<file path="src/hdl/descriptor_free_list_allocator_defines.svh">
// Assertion macros for the allocator top level.
`ifndef DESCRIPTOR_FREE_LIST_ALLOCATOR_DEFINES_SVH
`define DESCRIPTOR_FREE_LIST_ALLOCATOR_DEFINES_SVH

`ifndef ASSERT_OFF
`define DFLA_ASSERT(lbl, clk, rst_n, prop) \
    lbl: assert property (@(posedge clk) disable iff (!(rst_n)) prop) \
        else $error("dfla assertion failed");
`define DFLA_ASSERT_ALWAYS(lbl, clk, prop) \
    lbl: assert property (@(posedge clk) prop) \
        else $error("dfla assertion failed");
`else
`define DFLA_ASSERT(lbl, clk, rst_n, prop)
`define DFLA_ASSERT_ALWAYS(lbl, clk, prop)
`endif

`endif

</file>
<file path="src/hdl/dfla_pkg.sv">
package dfla_pkg;

    localparam int POOL_DEPTH = 1024;
    localparam int SLOT_W     = $clog2(POOL_DEPTH);
    localparam int CNT_W      = SLOT_W + 1;
    localparam int HEAP_W     = 8;
    localparam int CAP_W      = 11;
    localparam int CFG_W      = 11;
    localparam int CFG_IDX_W  = 1;

    localparam logic [CFG_IDX_W-1:0] REG_CAP  = CFG_IDX_W'(0);
    localparam logic [CFG_IDX_W-1:0] REG_HEAP = CFG_IDX_W'(1);

    localparam logic [CNT_W-1:0] CAP_RESET = CNT_W'(POOL_DEPTH);

    typedef enum logic [0:0] {
        FN_ALLOC = 1'b0,
        FN_FREE  = 1'b1
    } t_func;

    typedef enum logic [2:0] {
        ST_OK        = 3'd0,
        ST_EXHAUSTED = 3'd1,
        ST_FOREIGN   = 3'd2,
        ST_DUPLICATE = 3'd3,
        ST_FULL      = 3'd4
    } t_status;

    typedef enum logic [1:0] {
        S_CLEAR,
        S_IDLE,
        S_EXEC
    } t_state;

    typedef struct packed {
        logic              we;
        logic [SLOT_W-1:0] waddr;
        logic [SLOT_W-1:0] wdata;
        logic              re;
        logic [SLOT_W-1:0] raddr;
    } t_stack_port;

    typedef struct packed {
        logic              we;
        logic [SLOT_W-1:0] waddr;
        logic              wdata;
        logic              re;
        logic [SLOT_W-1:0] raddr;
    } t_map_port;

endpackage

</file>
<file path="src/hdl/dfla_ctrl.sv">
module dfla_ctrl (
    input  logic                            i_clk,
    input  logic                            i_rst_n,
    input  logic                            start,
    output logic                            busy,
    input  logic                            i_func,
    input  logic [dfla_pkg::SLOT_W-1:0]     i_slot_index,
    input  logic [dfla_pkg::HEAP_W-1:0]     i_handle_heap_id,
    input  logic                            i_cfg_we,
    input  logic [dfla_pkg::CFG_IDX_W-1:0]  i_cfg_idx,
    input  logic [dfla_pkg::CFG_W-1:0]      i_cfg_wdata,
    output dfla_pkg::t_stack_port           o_stack,
    input  logic [dfla_pkg::SLOT_W-1:0]     i_stack_rdata,
    output dfla_pkg::t_map_port             o_map,
    input  logic                            i_map_rdata,
    output logic                            o_valid,
    output logic [dfla_pkg::SLOT_W-1:0]     o_granted_index,
    output logic [2:0]                      o_status
);

    import dfla_pkg::*;

    t_state              r_state, n_state;
    logic [SLOT_W-1:0]   r_clr_addr, n_clr_addr;
    logic [CNT_W-1:0]    r_count, n_count;
    logic [SLOT_W-1:0]   r_bump, n_bump;
    logic [CNT_W-1:0]    r_cap;
    logic [HEAP_W-1:0]   r_heap;
    t_func               r_func;
    logic [SLOT_W-1:0]   r_slot;
    logic [HEAP_W-1:0]   r_hid;
    logic                r_valid, n_valid;
    logic [SLOT_W-1:0]   r_granted, n_granted;
    t_status             r_status, n_status;

    logic                accept;
    logic [CNT_W-1:0]    bump_next;
    logic [CNT_W-1:0]    cap_eff;

    assign accept    = start && (r_state == S_IDLE);
    assign bump_next = {1'b0, r_bump} + CNT_W'(1);

    // Capacity is clamped to 1..POOL_DEPTH when it is written.
    always_comb begin
        if (i_cfg_wdata == '0) begin
            cap_eff = CNT_W'(1);
        end else if (32'(i_cfg_wdata) > 32'(POOL_DEPTH)) begin
            cap_eff = CNT_W'(POOL_DEPTH);
        end else begin
            cap_eff = CNT_W'(i_cfg_wdata);
        end
    end

    always_comb begin
        n_state = r_state;
        unique case (r_state)
            S_CLEAR: begin
                if (r_clr_addr == SLOT_W'(POOL_DEPTH - 1)) begin
                    n_state = S_IDLE;
                end
            end
            S_IDLE: begin
                if (start) begin
                    n_state = S_EXEC;
                end
            end
            S_EXEC: begin
                n_state = S_IDLE;
            end
            default: begin
                n_state = S_CLEAR;
            end
        endcase
    end

    always_comb begin
        n_clr_addr = r_clr_addr;
        n_count    = r_count;
        n_bump     = r_bump;
        n_valid    = 1'b0;
        n_granted  = '0;
        n_status   = ST_OK;

        // Reads are issued on the accepting edge; data is ready in the execute cycle.
        o_stack.we    = 1'b0;
        o_stack.waddr = r_count[SLOT_W-1:0];
        o_stack.wdata = r_slot;
        o_stack.re    = accept;
        o_stack.raddr = SLOT_W'(r_count - CNT_W'(1));

        o_map.we    = 1'b0;
        o_map.waddr = r_slot;
        o_map.wdata = 1'b0;
        o_map.re    = accept;
        o_map.raddr = i_slot_index;

        unique case (r_state)
            S_CLEAR: begin
                o_map.we    = 1'b1;
                o_map.waddr = r_clr_addr;
                o_map.wdata = 1'b0;
                n_clr_addr  = r_clr_addr + SLOT_W'(1);
            end
            S_IDLE: begin
            end
            S_EXEC: begin
                n_valid = 1'b1;
                if (r_func == FN_ALLOC) begin
                    if (r_count != '0) begin
                        o_map.we    = 1'b1;
                        o_map.waddr = i_stack_rdata;
                        o_map.wdata = 1'b0;
                        n_count     = r_count - CNT_W'(1);
                        n_granted   = i_stack_rdata;
                    end else if (bump_next < r_cap) begin
                        n_bump    = bump_next[SLOT_W-1:0];
                        n_granted = bump_next[SLOT_W-1:0];
                    end else begin
                        n_status = ST_EXHAUSTED;
                    end
                end else begin
                    if ((r_hid != r_heap) || ({1'b0, r_slot} >= r_cap)) begin
                        n_status = ST_FOREIGN;
                    end else if (i_map_rdata) begin
                        n_status = ST_DUPLICATE;
                    end else if (r_count >= CNT_W'(POOL_DEPTH)) begin
                        n_status = ST_FULL;
                    end else begin
                        o_stack.we  = 1'b1;
                        o_map.we    = 1'b1;
                        o_map.wdata = 1'b1;
                        n_count     = r_count + CNT_W'(1);
                    end
                end
            end
            default: begin
            end
        endcase
    end

    always_ff @(posedge i_clk) begin
        if (!i_rst_n) begin
            r_state    <= S_CLEAR;
            r_clr_addr <= '0;
            r_count    <= '0;
            r_bump     <= '0;
            r_cap      <= CAP_RESET;
            r_heap     <= '0;
            r_valid    <= 1'b0;
        end else begin
            r_state    <= n_state;
            r_clr_addr <= n_clr_addr;
            r_count    <= n_count;
            r_bump     <= n_bump;
            r_valid    <= n_valid;
            if (i_cfg_we) begin
                unique case (i_cfg_idx)
                    REG_CAP:  r_cap  <= cap_eff;
                    REG_HEAP: r_heap <= i_cfg_wdata[HEAP_W-1:0];
                    default: begin
                    end
                endcase
            end
        end
    end

    always_ff @(posedge i_clk) begin
        if (accept) begin
            r_func <= t_func'(i_func);
            r_slot <= i_slot_index;
            r_hid  <= i_handle_heap_id;
        end
        r_granted <= n_granted;
        r_status  <= n_status;
    end

    assign busy            = (r_state != S_IDLE);
    assign o_valid         = r_valid;
    assign o_granted_index = r_granted;
    assign o_status        = r_status;

endmodule

</file>
<file path="config.mk">
export PLATFORM = sky130hd
export DESIGN_NAME = dfla_ctrl
export DESIGN_NICKNAME = d
export VERILOG_FILES = /design/src/hdl/descriptor_free_list_allocator_defines.svh /design/src/hdl/dfla_pkg.sv /design/src/hdl/dfla_ctrl.sv
export SDC_FILE = /design/constraint.sdc
export NUM_CORES = 1
export LEC_CHECK = 0
export ABC_AREA = 1
export BUFFER_PORTS_ARGS = -buffer_cell sky130_fd_sc_hd__buf_2
export CORE_AREA = 2 2 97 99
export CTS_CLUSTER_SIZE = 20
export DETAILED_ROUTE_END_ITERATION = 10
export DIE_AREA = 0 0 99 101
export HOLD_SLACK_MARGIN = 0.15
export PLACE_DENSITY = 0.86
export SYNTH_ARGS = -nofsm -noshare
export SYNTH_HDL_FRONTEND = slang
export SYNTH_SLANG_ARGS = --single-unit
</file>
<file path="constraint.sdc">
create_clock -name i_clk -period 5.8 [get_ports i_clk]
set_input_delay 1.45 -clock i_clk [delete_from_list [all_inputs] [get_ports i_clk]]
set_output_delay 1.45 -clock i_clk [all_outputs]
set_load 0.05 [all_outputs]
</file>
Word level (Yosys, flattened, before mapping)
Index checks and enable logic that the tools add are counted.
- add/subtract/negate cells: 4
- magnitude comparators: 4
- eq/ne operators: 10
- mux-type cells: 29
- bitwise logic cells: 4
- reduce and logical (&&, ||, !) cells: 12
- operator list (kind ; number):
    two-way mux 11 bit ; 7
    two-way mux 10 bit ; 3
    one-hot mux 12 bit (2 select lines) ; 1
    two-way mux 12 bit ; 1
    two-way mux 3 bit ; 4
    adder 10 x 1 -> 11 bit (second input constant) ; 1
    adder 11 x 1 -> 11 bit (second input constant) ; 1
    greater-or-equal comparator 10 x 11 -> 1 bit ; 1
    greater-or-equal comparator 11 bit (second input constant) ; 1
    > comparator 11 bit (second input constant) ; 1
    logical NOT 11 bit ; 1
    less-than comparator 11 bit ; 1
    nonzero test 11 bit ; 1
    subtractor 11 x 1 -> 11 bit (second input constant) ; 1
    adder 10 x 1 -> 10 bit (second input constant) ; 1
    equality test 10 bit (second input constant) ; 1
    two-way mux 1 bit ; 10
    inequality test 2 bit (second input constant) ; 5
    inequality test 8 bit ; 1
    one-hot mux 2 bit (3 select lines) ; 1
    AND reduction 2 bit ; 3
    AND reduction 5 bit ; 1
    two-way mux 2 bit ; 2
    NOT 1 bit ; 4
    other kinds (9) ; 9
- bits in registers: 85
- input bits: 46
- output and inout bits: 70
- word-level logic and storage cells: 75

Depth between registers and ports, before layout
Gate-level depths: netlist (run 1).
- word-level depth: 6
- mapped depth: 17
- depth with buffers taken out: 17

Worst setup path before layout (run 1)
No wires, ideal clock.
- kind: input-to-output
- from: input start
- to: output o_map[10] (netlist bit)
- arrival time: 2.747 ns
- path slack: 1.603 ns
- cell stages on the path: 3
- buffers on the path: 1
- cells stage by stage: inv_1 > nor2_1 > buf_4
- longest elaborated chain between the ends: 1
- ends and longest elaborated chain (item ; RTL line ; text):
    start, declared ; dfla_ctrl.sv:4 ; input logic start,
    logical AND 1 bit ; dfla_ctrl.sv:40 ; assign accept = start && (r_state == S_IDLE);
    end, declared ; dfla_ctrl.sv:14 ; output dfla_pkg::t_map_port o_map,
No other way between the ends.

==> results by stage, run 1 <==
Clock tree:
- The clock passes through at most 2 buffers.
- The tree is rooted in a clkbuf_8.
- The cts-stage hold buffer count is 0.
- Gates resized during post-CTS repair numbered 0.
- The source-to-sink clock delay at the later pin of the worst-skew pair is 0.37 ns.
- TritonCTS built the clock tree.
- Clock-pin slew was measured on the worst setup and hold paths at about 0.09 ns.
- The number of clock sinks is 85.
- In this run, CTS created clock tree buffers numbering 9.
- CTS built an H-tree with a depth of 3.
- The post-CTS setup-driven buffer insertion count is 0.

Layout:
- Leaving out fill and tap cells, the most frequent cell in the layout is nand2_1.
- Once layout is complete, the cells apart from fillers number between 800 and 900.
- 0 antenna diodes ended up in the layout.
- Registers take between 0.0015 and 0.002 mm².
- Leaving out fill and tap cells, the most frequent cells in the layout are nand2_1 (144), buf_2 (115), inv_1 (74).
- The combined area of the multi-input logic cells is roughly 0.0024 mm².
- In the final layout, the share of cells above drive strength 1 is 0.232.
- Counting the fill cells in the layout gives 780.
- Measured on the finished design, the core utilization comes to 0.619.
- The final net count is between 700 and 800.
- The post-synthesis to final-layout area growth is 14.5%.
- The final design area excluding fillers is between 0.005 and 0.006 mm².

Timing:
- The ratio of final minimum period to clock period is 0.710.
- On the final layout, the worst clock skew is between 0.015 and 0.02 ns.
- In the final timing run, aggregate negative setup slack is 0 ns.
- The total count of hold-check failures in the final report came to 0.
- Headroom to the max-slew limit came out at 0.341.
- The worst setup slack after layout is between 1.5 and 2 ns.
- Setup repair after global routing left no endpoint under its margin.
- The minimum period implied by the final worst setup slack is 4.12 ns.
- At the pin with the least slew margin, the transition time is between 0.9 and 1 ns.
- The worst hold margin is 0.471 ns.
- The final max-slew violation count is 0.
- Based on the critical path, the design can be clocked at up to roughly 0.24 GHz.
- The total setup violations reported at the end of the flow is 0.

Setup path:
- The biggest cell delay along the critical path is ~0.37 ns.
- The critical path capture point type is a primary output.
- Data on the critical path is required at its endpoint by about 4.4 ns.
- The critical setup path kind is reg2out.
- Of all nets on the critical path, the largest fanout is 7.
- Walking the worst path, the cells encountered are inv_1 > ha_1 > nand3_2 > nor2_1 > nand4_2 > nand2_4 > inv_1 > o21ai_2 > nand2_1 > o221ai_1 > buf_2.
- Among the stages of the critical path, the cell type that occurs most often is inv_1.
- The arrival time reported for the critical path endpoint is ~2.7 ns.
- The worst setup path is launched from a register.
- The slowest library cell on the worst path is dfxtp_1.

Detailed routing:
- The first TritonRoute pass finished after 5 iterations.
- The via count of the routed design is between 4000 and 5000.
- Dividing the detail-routed via count by the number of cells gives about 5.4.
- The average wire per standard cell is 14.6 µm.
- After the first detailed-routing iteration, the DRC count stood at between 200 and 300.
- The count of unresolved DRC violations after routing is 0.
- Once detail routing completed, the nets flagged for antenna violations numbered 0.
- The wire length reported by the detailed router is approximately 12000 µm.

Place:
- The area after detailed placement is between 0.005 and 0.006 mm².
- The worst slack at placement is approximately 1.8 ns.
- The HPWL after detailed placement is ~9600 µm.
- The number of buffers inserted by port buffering is roughly 120.
- The number of placed instances, taps included, is 827.
- The routability congestion estimate is roughly 0.94.

Yosys:
- In this run the cell area of the synthesized design comes to 0.00485 mm².
- The post-synthesis average cell area is approximately 7.6 µm².
- Synthesis instantiated 41 different standard cells from the library.
- The post-synthesis net count is between 700 and 800.
- The post-synthesis adder-cell area fraction is 0.0619.
- Of the total synthesized cell area, the portion taken by AND, OR, NAND and NOR gates is 0.270.
- In the synthesized netlist the dominant register cell turns out to be dfxtp_1.
- The cell count after synthesis came out at 640.
- The portion of synthesized area spent on multiplexers is 0.
- The post-synthesis compound-gate area fraction is 0.124.
- After synthesis, the cell types taking the most area are dfxtp_1 (27%), edfxtp_1 (12%), nand2_1 (11%).
- The count of yosys warnings during synthesis is 0.
- The synthesized design contains 19 enable-type register cells.
- Of all flip-flops after synthesis, the portion carrying an async set or reset was 0.
- The share of synthesized area in the top cell type comes to 0.272.
- The post-synthesis sequential element count is 85.
- dfxtp_1 takes more of the synthesized area than any other cell.
- The share of synthesized area occupied by flip-flops and latches is 0.390.
- Of the total synthesized cell area, the portion taken by XOR and XNOR cells is 0.0343.
- By area, the combinational part of the netlist is dominated by simple AND/OR/NAND/NOR gates.

Power:
- The share of total power dissipated in sequential elements is 0.508.
- The total power of the final layout is ~1.2 mW.
- Of the total power, the share spent switching nets is 0.241.
- In this run the power spent charging and discharging nets is about 0.29 mW.
- The internal power of the cells totals between 0.9 and 1 mW.
- The leakage dissipation is 2.57 nW.
- The total power density per cell area is 219 mW/mm².
- The logic gate share of total power is 0.075.
- The maximum VDD drop is approximately 150 µV.
- The clock share of power is 0.418.

Die:
- The total number of placement rows is 35.
- Measured along the x axis, the die boundary spans approximately 99 µm.
- The starting density of the core is 0.540.
- The region available for standard cell placement spans 0.00898 mm².
- The top-level I/O count is 116.
- Measured along the y axis, the die boundary spans slightly above 100 µm.
- The die covers ~0.010 mm².

Global route:
- The overall global routing resource usage is 0.251.
- The global-route wire length before repair is ~20000 µm.
- The global-route congestion overflow total is 0.
- The via count of the first global-routing pass is 4306.
- The initial antenna violation count is 0.
- The maximum number of pins on one net before global-route repair is 29.

Run:
- The max-cap check violation count is 0.

Status:
- The flow ran to the end, and the final reports show no timing, DRC or antenna violations.

Hold path:
- The class of the tightest hold or removal check is reg2reg.
-- layout make-up --
class	count	share of cell area
Clock buffer	12	0.0358
Clock inverter	4	0.00991
Inverter	82	0.0554
Multi-Input combinational cell	433	0.428
Sequential cell	85	0.341
Tap cell	111	0.0250
Timing Repair Buffer	116	0.105
-- cell usage after synthesis (all sizes together), types with 11 or more instances --
master / instances
inv: 80
nand3: 45
o21ai: 35
ha: 24
dfxtp: 66
nor3: 11
edfxtp: 19
nor2: 70
xor2: 16
a21oi: 51
buf: 35
nand2: 148
-- state kept, by name (all words and copies together) (netlist names) --
register and cells:
r_cap 11, r_state 2, r_clr_addr 10, r_func 1
r_bump 10, o_status 3, r_count 11, r_hid 8
o_valid 1, r_heap 8, r_slot 10, o_granted_index 10
-- worst max-delay path, delay by kind of cell, from the launching register on --
kind                     cells  cell delay [ns]
buffers and inverters        3             0.53
flip-flops                   1             0.37
AND/OR/NAND/NOR              5             0.84
adder cells (fa/ha/maj)      1             0.20
AO/OA/AOI/OAI                2             0.35
-- layer usage --
metal  global-route usage  routed length (µm)  vias to the layer above
met3               0.0409                1030                       52
met5                    0                   0                        -
met1                0.313                5170                     2037
met2                0.405                5460                      238
li1                     -                   -                     2238
met4                0.160                 665                        0
-- power groups by stage --
stage / Combinational, mW / Clock [mW] / Sequential (mW)
after detailed placement: 0.0895 / 0 / 0.631
after CTS: 0.0904 / 0.516 / 0.617
after global placement: 0.0877 / 0 / 0.630
final: 0.0906 / 0.507 / 0.617
after global routing: 0.0998 / 0.542 / 0.618
after floorplan: 0.0617 / 0 / 0.629
-- logic make-up (layout without fill, tap and decap cells) --
group | Yosys count | in the layout
AOI/OAI and AO/OA | 104 | 104
xor gates and xnor gates | 19 | 19
adders and majority gates | 24 | 24
buffers and inverters | 122 | 214
DFF | 85 | 85
and+or+nand+nor | 286 | 286
-- final timing paths --
kind                           startpoint                endpoint  slack [ns]  cells past startpoint
setup / recovery  r_count[0]$_SDFFE_PN0P_               o_map[12]        1.68                     11
hold / removal      r_cap[4]$_SDFFE_PN0P_   r_cap[4]$_SDFFE_PN0P_        0.47                      2
setup reg to reg   r_bump[0]$_SDFFE_PN0P_  r_bump[8]$_SDFFE_PN0P_        2.01                     14
hold reg to reg     r_cap[4]$_SDFFE_PN0P_   r_cap[4]$_SDFFE_PN0P_        0.47                      2
Power figures use the tool's default switching activity.
==> inputs of run 2 (changes only) <==
--- a/config.mk
+++ b/config.mk
@@ -7,12 +7,12 @@
 export LEC_CHECK = 0
 export ABC_AREA = 1
 export BUFFER_PORTS_ARGS = -buffer_cell sky130_fd_sc_hd__buf_2
-export CORE_AREA = 2 2 97 99
+export CORE_AREA = 2 2 98 100
 export CTS_CLUSTER_SIZE = 20
 export DETAILED_ROUTE_END_ITERATION = 10
-export DIE_AREA = 0 0 99 101
+export DIE_AREA = 0 0 100 102
 export HOLD_SLACK_MARGIN = 0.15
-export PLACE_DENSITY = 0.86
+export PLACE_DENSITY = 0.84
 export SYNTH_ARGS = -nofsm -noshare
 export SYNTH_HDL_FRONTEND = slang
 export SYNTH_SLANG_ARGS = --single-unit
==> constraint.sdc (replaced) <==
create_clock -name i_clk -period 3.9 [get_ports i_clk]
set_input_delay 0.975 -clock i_clk [delete_from_list [all_inputs] [get_ports i_clk]]
set_output_delay 0.975 -clock i_clk [all_outputs]
set_load 0.05 [all_outputs]
==> run 2 against run 1 <==
Combinational power up 49%. Non-clock buffer count up 3. Clock power up 21%. Critical endpoint is now o_map[22].
==> results by stage, run 2 (synthesized netlist as in run 1, its figures left out) <==
Die:
- The total number of placement rows is 35 (unchanged).
- The area of the die is 0.0102 mm² (was 0.0100 mm²).
- The placeable core region is 0.00911 mm² (was 0.00898 mm²).
- The chip width is 100 µm (was 99 µm).
- The top-level I/O count came to 116 (unchanged).
- The starting density of the core is 0.533 (was 0.540).
- The die height is 102 µm (was 101 µm).

Timing:
- The transition time of the tightest slew-check pin is 0.627 ns (was 0.984 ns).
- The minimum period implied by the final worst setup slack is approximately 3.7 ns.
- The total count of hold-check failures in the final report is 0 (unchanged).
- The final max-slew violation count is 0 (unchanged).
- Setup repair after global routing missed its margin: no (unchanged).
- The worst slew margin relative to its limit is 0.580 (was 0.341).
- The total setup violations reported at the end of the flow is 0 (unchanged).
- The ratio of final minimum period to clock period is 0.958.
- The setup skew after layout is 0.0108 ns (was 0.0150 ns).
- The worst hold margin is 0.469 ns (was 0.471 ns).
- The total negative slack for setup checks is 0 ns (unchanged).
- The maximum achievable frequency is roughly 0.27 GHz.

Setup path:
- The maximum fanout along the worst path is 15 (was 7).
- The biggest cell delay along the critical path is 0.51 ns (was 0.37 ns).
- The family with the most delay on the worst path is simple AND/OR/NAND/NOR gates (unchanged).
- The critical setup path kind is reg2out (unchanged).
- The critical path capture point type is a primary output (unchanged).
- The arrival time reported for the critical path endpoint is 2.76 ns (was 2.67 ns).
- The required time of the critical path is 2.92 ns (was 4.35 ns).
- The cell repeated most along the worst path is nand3_1 (was inv_1).
- The number of buffer and inverter stages on the critical path is 1 (was 3).
- Cell chain of the critical path: ha_1 > nand2_1 > nor2_1 > nand3_1 > nand3_1 > nor2_1 > nand3_1 > nand2_4 > nand2_2 > nand2_1 > buf_2 (was inv_1 > ha_1 > nand3_2 > nor2_1 > nand4_2 > nand2_4 > inv_1 > o21ai_2 > nand2_1 > o221ai_1 > buf_2).
- The startpoint kind of the worst setup timing path is a register (unchanged).
- The slowest library cell on the worst path is edfxtp_1 (was dfxtp_1).

Layout:
- The final net count was 800 (was 797).
- The final instance count without filler cells came to 846 (was 843).
- The most common cell after layout, fill and taps aside is nand2_1 (unchanged).
- The combined area of the multi-input logic cells came to 0.00238 mm² (about the same).
- Largest registers: r_cap x11, r_count x11 (unchanged).
- Most frequent cells in the layout: nand2_1 (144), buf_2 (115), inv_1 (74) (unchanged).
- The area occupied by registers was 0.00189 mm² (unchanged).
- The post-synthesis to final-layout area growth is 13.7% (was 14.5%).
- The number of inserted filler cells in the final layout came to 810 (was 780).
- The fraction of layout cells with a size suffix above 1 is 0.235 (was 0.232).
- The number of antenna repair diodes is 0 (unchanged).

Detailed routing:
- The via count of the routed design is 4528 (was 4565).
- The count of unresolved DRC violations after routing came to 0 (unchanged).
- The wire length reported by the detailed router came to 12200 µm (was 12300 µm).
- The number of nets with antenna violations after routing is 0 (unchanged).
- The number of detailed-routing iterations run before antenna repair is 5 (unchanged).
- The violation count after the first detailed-route iteration is 263 (was 260).
- The average wire per standard cell was 14.4 µm (was 14.6 µm).
- The via-per-instance ratio is 5.35 (was 5.42).

Clock tree:
- The clock root buffer was clkbuf_8 (unchanged).
- The CTS tree is done (unchanged).
- The number of buffers on the longest clock path came to 2 (unchanged).
- The cts-stage hold buffer count came to 0 (unchanged).
- The CTS H-tree depth is 3 (unchanged).
- The clock edge transition at the registers on the reported setup and hold paths is 0.09 ns (about the same).
- The number of clock sinks came to 85 (unchanged).
- The source-to-sink clock delay at the later pin of the worst-skew pair was 0.36 ns (was 0.37 ns).
- The number of buffers created by CTS is 9 (unchanged).

Global route:
- The global-route wire length before repair is 19700 µm (was 19900 µm).
- The global-route congestion overflow total is 0 (unchanged).
- The via count of the first global-routing pass is 4255 (was 4306).
- The overall global routing resource usage is 0.245 (was 0.251).
- The initial antenna violation count is 0 (unchanged).
- The maximum number of pins on one net before global-route repair is 29 (unchanged).

Run:
- The max-cap check violation count is 0 (unchanged).

Power:
- The total power density per cell area is 302 mW/mm² (was 219 mW/mm²).
- The leakage dissipation is 2.54 nW (was 2.57 nW).
- The maximum VDD drop came to 197 µV (was 155 µV).

Place:
- The routability congestion estimate is 0.919 (was 0.943).
- The HPWL after detailed placement is 9450 µm (was 9590 µm).
- The number of buffers inserted by port buffering is 115 (unchanged).
- The cell total after placement is 828 (was 827).

Status:
- Status: finished, final reports clean (unchanged).

Hold path:
- The class of the tightest hold or removal check is reg2reg (unchanged).
run 2: cell count changes in the layout (fill, tap and decap cells not counted), sizes merged:
cell / previous run / this run
clkinvlp: 0 / 3
buf: 116 / 119
clkinv: 3 / 5
inv: 82 / 80
clkbuf: 12 / 9
run 2: timing repair:
| action | in CTS | in global routing |
|---|---|---|
| endpoints found under the setup margin | 0 | 12 |
| resized for setup | 0 | 1 |
| setup buffers | 0 | 2 |
run 2: metrics by stage:
step / total power, mW / setup WS (ns) / instance area (µm²) / utilization
4_1_cts: 1.67 / 0.122 / 5500 / 0.603
3_3_place_gp: 1.07 / 0.549 / 5310 / 0.583
5_1_grt: 1.72 / 0.00562 / 5510 / 0.605
6_report: 1.67 / 0.164 / 5510 / 0.605
3_5_place_dp: 1.07 / 0.220 / 5310 / 0.583
2_1_floorplan: 1.03 / 0.545 / 4850 / -
run 2: path summary, 6_finish.rpt:
path / from / to / slack (ns) / cells past startpoint
worst max-delay path: r_slot[6]$_DFFE_PP_ / o_map[22] / 0.16 / 11
worst min-delay path: r_cap[4]$_SDFFE_PN0P_ / r_cap[4]$_SDFFE_PN0P_ / 0.47 / 2
worst max register to register: r_bump[0]$_SDFFE_PN0P_ / r_bump[9]$_SDFFE_PN0P_ / 0.41 / 15
worst min register to register: r_cap[4]$_SDFFE_PN0P_ / r_cap[4]$_SDFFE_PN0P_ / 0.47 / 2
run 2: layout make-up:
cell class / instances / area share
Multi-Input combinational cell: 433 / 0.432
Inverter: 82 / 0.0558
Tap cell: 111 / 0.0252
Sequential cell: 85 / 0.343
Clock inverter: 7 / 0.0120
Timing Repair Buffer: 119 / 0.110
Clock buffer: 9 / 0.0225
run 2: metal layers:
metal,part of all wire,GRT usage,vias to the layer above,routed length (µm)
met2,0.47,0.424,210,5770
met5,0,0,-,0
met3,0.077,0.0451,27,939
li1,-,-,2241,-
met1,0.43,0.306,2050,5220
met4,0.023,0.0948,0,281
run 2: worst min-delay path, stage by stage, from the launching register on:
cell and delay, ns:
dfxtp_1 0.32, nand2_1 0.06, a21oi_1 0.05
run 2: power breakdown:
part / total [mW] / switching, mW / internal (mW) / leakage, nW
registers: 0.918 / 0.00828 / 0.909 / 0.705
logic: 0.135 / 0.0912 / 0.0437 / 1.75
clock network: 0.614 / 0.323 / 0.291 / 0.0887
==> inputs of run 3 (changes only) <==
--- a/config.mk
+++ b/config.mk
@@ -6,13 +6,13 @@
 export NUM_CORES = 1
 export LEC_CHECK = 0
 export ABC_AREA = 1
-export BUFFER_PORTS_ARGS = -buffer_cell sky130_fd_sc_hd__buf_2
-export CORE_AREA = 2 2 98 100
+export CORE_AREA = 2 2 97 99
 export CTS_CLUSTER_SIZE = 20
 export DETAILED_ROUTE_END_ITERATION = 10
-export DIE_AREA = 0 0 100 102
+export DIE_AREA = 0 0 99 101
+export DONT_BUFFER_PORTS = 1
 export HOLD_SLACK_MARGIN = 0.15
-export PLACE_DENSITY = 0.84
+export PLACE_DENSITY = 0.75
 export SYNTH_ARGS = -nofsm -noshare
 export SYNTH_HDL_FRONTEND = slang
 export SYNTH_SLANG_ARGS = --single-unit
==> constraint.sdc (replaced) <==
create_clock -name i_clk -period 3.9 [get_ports i_clk]
set_input_delay 0.975 -clock i_clk [delete_from_list [all_inputs] [get_ports i_clk]]
set_output_delay 0.975 -clock i_clk [all_outputs]
set_load 0.1 [all_outputs]
==> run 3 against run 2 <==
Sequential power hardly changed. Total power is 1.7% higher. Largest cell class unchanged. Routed wire length is 1.7% lower. Fmax is 2.4% higher. Worst hold slack worse by 0.0018 ns. Clock power is 12% higher. Sequential cell count stayed put. Clock skew hardly changed.
==> results by stage, run 3 (synthesized netlist as in run 1, its figures left out) <==
Status:
- Status: finished, final reports clean (unchanged).

Place:
- The routability congestion estimate is 0.914 (was 0.919).
- The area after detailed placement is 0.00535 mm² (was 0.00531 mm²).
- The number of buffers inserted by port buffering was 0 (was 115).
- The HPWL after detailed placement is 9470 µm (was 9450 µm).
- The cell total after placement came to 756 (was 828).

Detailed routing:
- The violation count after the first detailed-route iteration is 269 (was 263).
- The number of detailed-routing iterations run before antenna repair is 5 (unchanged).
- The via count of the routed design is 4230 (was 4528).
- The wire length reported by the detailed router is 12000 µm (was 12200 µm).
- The via-per-instance ratio is 5.48 (was 5.35).
- The count of unresolved DRC violations after routing is 0 (unchanged).
- The number of nets with antenna violations after routing was 0 (unchanged).
- The average wire per standard cell is 15.6 µm (was 14.4 µm).

Die:
- The total number of placement rows was 35 (unchanged).
- The starting density of the core is 0.540 (was 0.533).
- The die height is 101 µm (was 102 µm).
- The chip width was 99 µm (was 100 µm).
- The placeable core region is 0.00898 mm² (was 0.00911 mm²).
- The area of the die is 0.0100 mm² (was 0.0102 mm²).
- The top-level I/O count came to 116 (unchanged).

Layout:
- The final instance count without filler cells was 772 (was 846).
- The combined area of the multi-input logic cells is 0.00249 mm² (was 0.00238 mm²).
- The final core utilization is 0.621 (was 0.605).
- The number of antenna repair diodes is 0 (unchanged).
- The area occupied by registers is 0.00190 mm² (was 0.00189 mm²).
- The final design area excluding fillers is 0.00558 mm² (was 0.00551 mm²).
- The fraction of layout cells with a size suffix above 1 came to 0.174 (was 0.235).
- The number of inserted filler cells in the final layout was 751 (was 810).
- Most frequent cells in the layout: nand2_1 (143), inv_1 (72), dfxtp_1 (65) (was nand2_1 (144), buf_2 (115), inv_1 (74)).
- The most common cell after layout, fill and taps aside is nand2_1 (unchanged).
- Largest registers: r_cap x11, r_count x11 (unchanged).
- The post-synthesis to final-layout area growth came to 14.9% (was 13.7%).
- The final net count is 726 (was 800).

Setup path:
- The maximum fanout along the worst path was 15 (unchanged).
- The critical path capture point type is a primary output (unchanged).
- The arrival time reported for the critical path endpoint was 2.67 ns (was 2.76 ns).
- The endpoint of the worst-slack reg-to-reg timing path is r_bump[0]$_SDFFE_PN0P_ (was r_bump[9]$_SDFFE_PN0P_).
- The first element of the critical path was r_slot[8]$_DFFE_PP_ (was r_slot[6]$_DFFE_PP_).
- The critical setup path kind is reg2out (unchanged).
- The beginning of the worst register-to-register path is r_bump[0]$_SDFFE_PN0P_ (unchanged).
- The cell depth of the worst flop-to-flop path is 14 (was 15).
- The startpoint kind of the worst setup timing path is a register (unchanged).
- The required time of the critical path is 2.92 ns (about the same).
- The setup slack on the worst flop-to-flop path is 0.56 ns (was 0.41 ns).

Timing:
- The total setup violations reported at the end of the flow came to 0 (unchanged).
- The setup skew after layout is 0.0106 ns (was 0.0108 ns).
- The worst slew margin relative to its limit was 0.363 (was 0.580).
- The ratio of final minimum period to clock period was 0.935 (was 0.958).
- The transition time of the tightest slew-check pin is 0.954 ns (was 0.627 ns).
- Setup repair after global routing missed its margin: no (unchanged).
- The final max-slew violation count is 0 (unchanged).
- The minimum period implied by the final worst setup slack was 3.65 ns (was 3.74 ns).
- The maximum achievable frequency came to 0.274 GHz (was 0.268 GHz).
- The total count of hold-check failures in the final report is 0 (unchanged).

Clock tree:
- The CTS tree is done (unchanged).
- The number of buffers created by CTS was 9 (unchanged).
- The source-to-sink clock delay at the later pin of the worst-skew pair is 0.35 ns (was 0.36 ns).
- The CTS H-tree depth is 3 (unchanged).
- The clock edge transition at the registers on the reported setup and hold paths is 0.08 ns (was 0.09 ns).
- The number of buffers on the longest clock path is 2 (unchanged).
- The clock root buffer is clkbuf_8 (unchanged).
- The number of clock sinks was 85 (unchanged).

Global route:
- The via count of the first global-routing pass is 4061 (was 4255).
- The initial antenna violation count is 0 (unchanged).
- The met2 capacity usage during global routing is 0.401 (was 0.424).
- The global-route wire length before repair is 19600 µm (was 19700 µm).
- The busiest layer in global routing is met2 (unchanged).
- The overall global routing resource usage came to 0.247 (was 0.245).
- The met3 track demand over resource is 0.0804 (was 0.0451).
- The global-route congestion overflow total is 0 (unchanged).
- The met1 usage is 0.314 (was 0.306).
- The maximum number of pins on one net before global-route repair came to 29 (unchanged).

Power:
- The maximum VDD drop was 217 µV (was 197 µV).
- The leakage dissipation is 2.36 nW (was 2.54 nW).
- The total power density per cell area is 304 mW/mm² (was 302 mW/mm²).

Hold path:
- The number of instances on the worst hold path came to 2 (unchanged).
- The class of the tightest hold or removal check is reg2reg (unchanged).
- The hold-critical path endpoint is r_heap[0]$_SDFFE_PN0P_ (was r_cap[4]$_SDFFE_PN0P_).
- The origin of the worst min-delay path is r_heap[0]$_SDFFE_PN0P_ (was r_cap[4]$_SDFFE_PN0P_).

Run:
- The max-cap check violation count is 0 (unchanged).
run 3: area by class of cell:
type                            count  area share
Multi-Input combinational cell    433       0.447
Sequential cell                    85       0.340
Timing Repair Buffer               45      0.0920
Inverter                           82      0.0559
Clock buffer                       14      0.0330
Tap cell                          111      0.0249
Clock inverter                      2     0.00696
run 3: layer usage:
| layer | wire [µm] | part of all wire |
|---|---|---|
| met5 | 0 | 0 |
| met4 | 300 | 0.025 |
| met3 | 1200 | 0.10 |
| met2 | 5520 | 0.46 |
| met1 | 4990 | 0.42 |
run 3: worst max path at each step:
stage | endpoint | slack, ns | depth (start not counted)
after CTS | r_bump[0]$_SDFFE_PN0P_ | 0.27 | 14
after global placement | r_bump[1]$_SDFFE_PN0P_ | 0.57 | 15
after floorplan | o_map[11] | -0.32 | 10
final | o_map[22] | 0.25 | 11
after detailed placement | r_bump[8]$_SDFFE_PN0P_ | 0.30 | 15
after global routing | o_map[22] | 0.11 | 11
run 3: what timing repair did:
action | 4_1_cts | 5_1_grt
hold buffers | 0 | 0
resized for setup | 0 | 1
setup endpoints to repair | 0 | 10
buffers inserted | 0 | 0
run 3: where the power goes:
part           internal (mW)  leakage (nW)  switching, mW
registers              0.909         0.706        0.00821
clock network          0.374         0.112          0.314
logic                 0.0269          1.54         0.0639
run 3: stage by stage:
stage	hold WS, ns	power [mW]	worst slack, ns	setup TNS (ns)
detailed placement	0.459	1.03	0.298	0
global route	0.487	1.76	0.113	0
CTS	0.473	1.70	0.274	0
floorplan	0.444	1.06	-0.322	-0.978
global placement	0.451	1.02	0.568	0
finish	0.467	1.70	0.252	0
run 3: worst max-delay path, stage by stage, from the launching register on:
cell      delay (ns)
edfxtp_1        0.43
ha_1            0.33
nand2_1         0.07
nand2_1         0.05
a21boi_0        0.19
nand3_1         0.09
nor2_1          0.25
nand3_1         0.17
nand2_4         0.19
nand2_2         0.18
nand2_1         0.19
buf_12          0.19
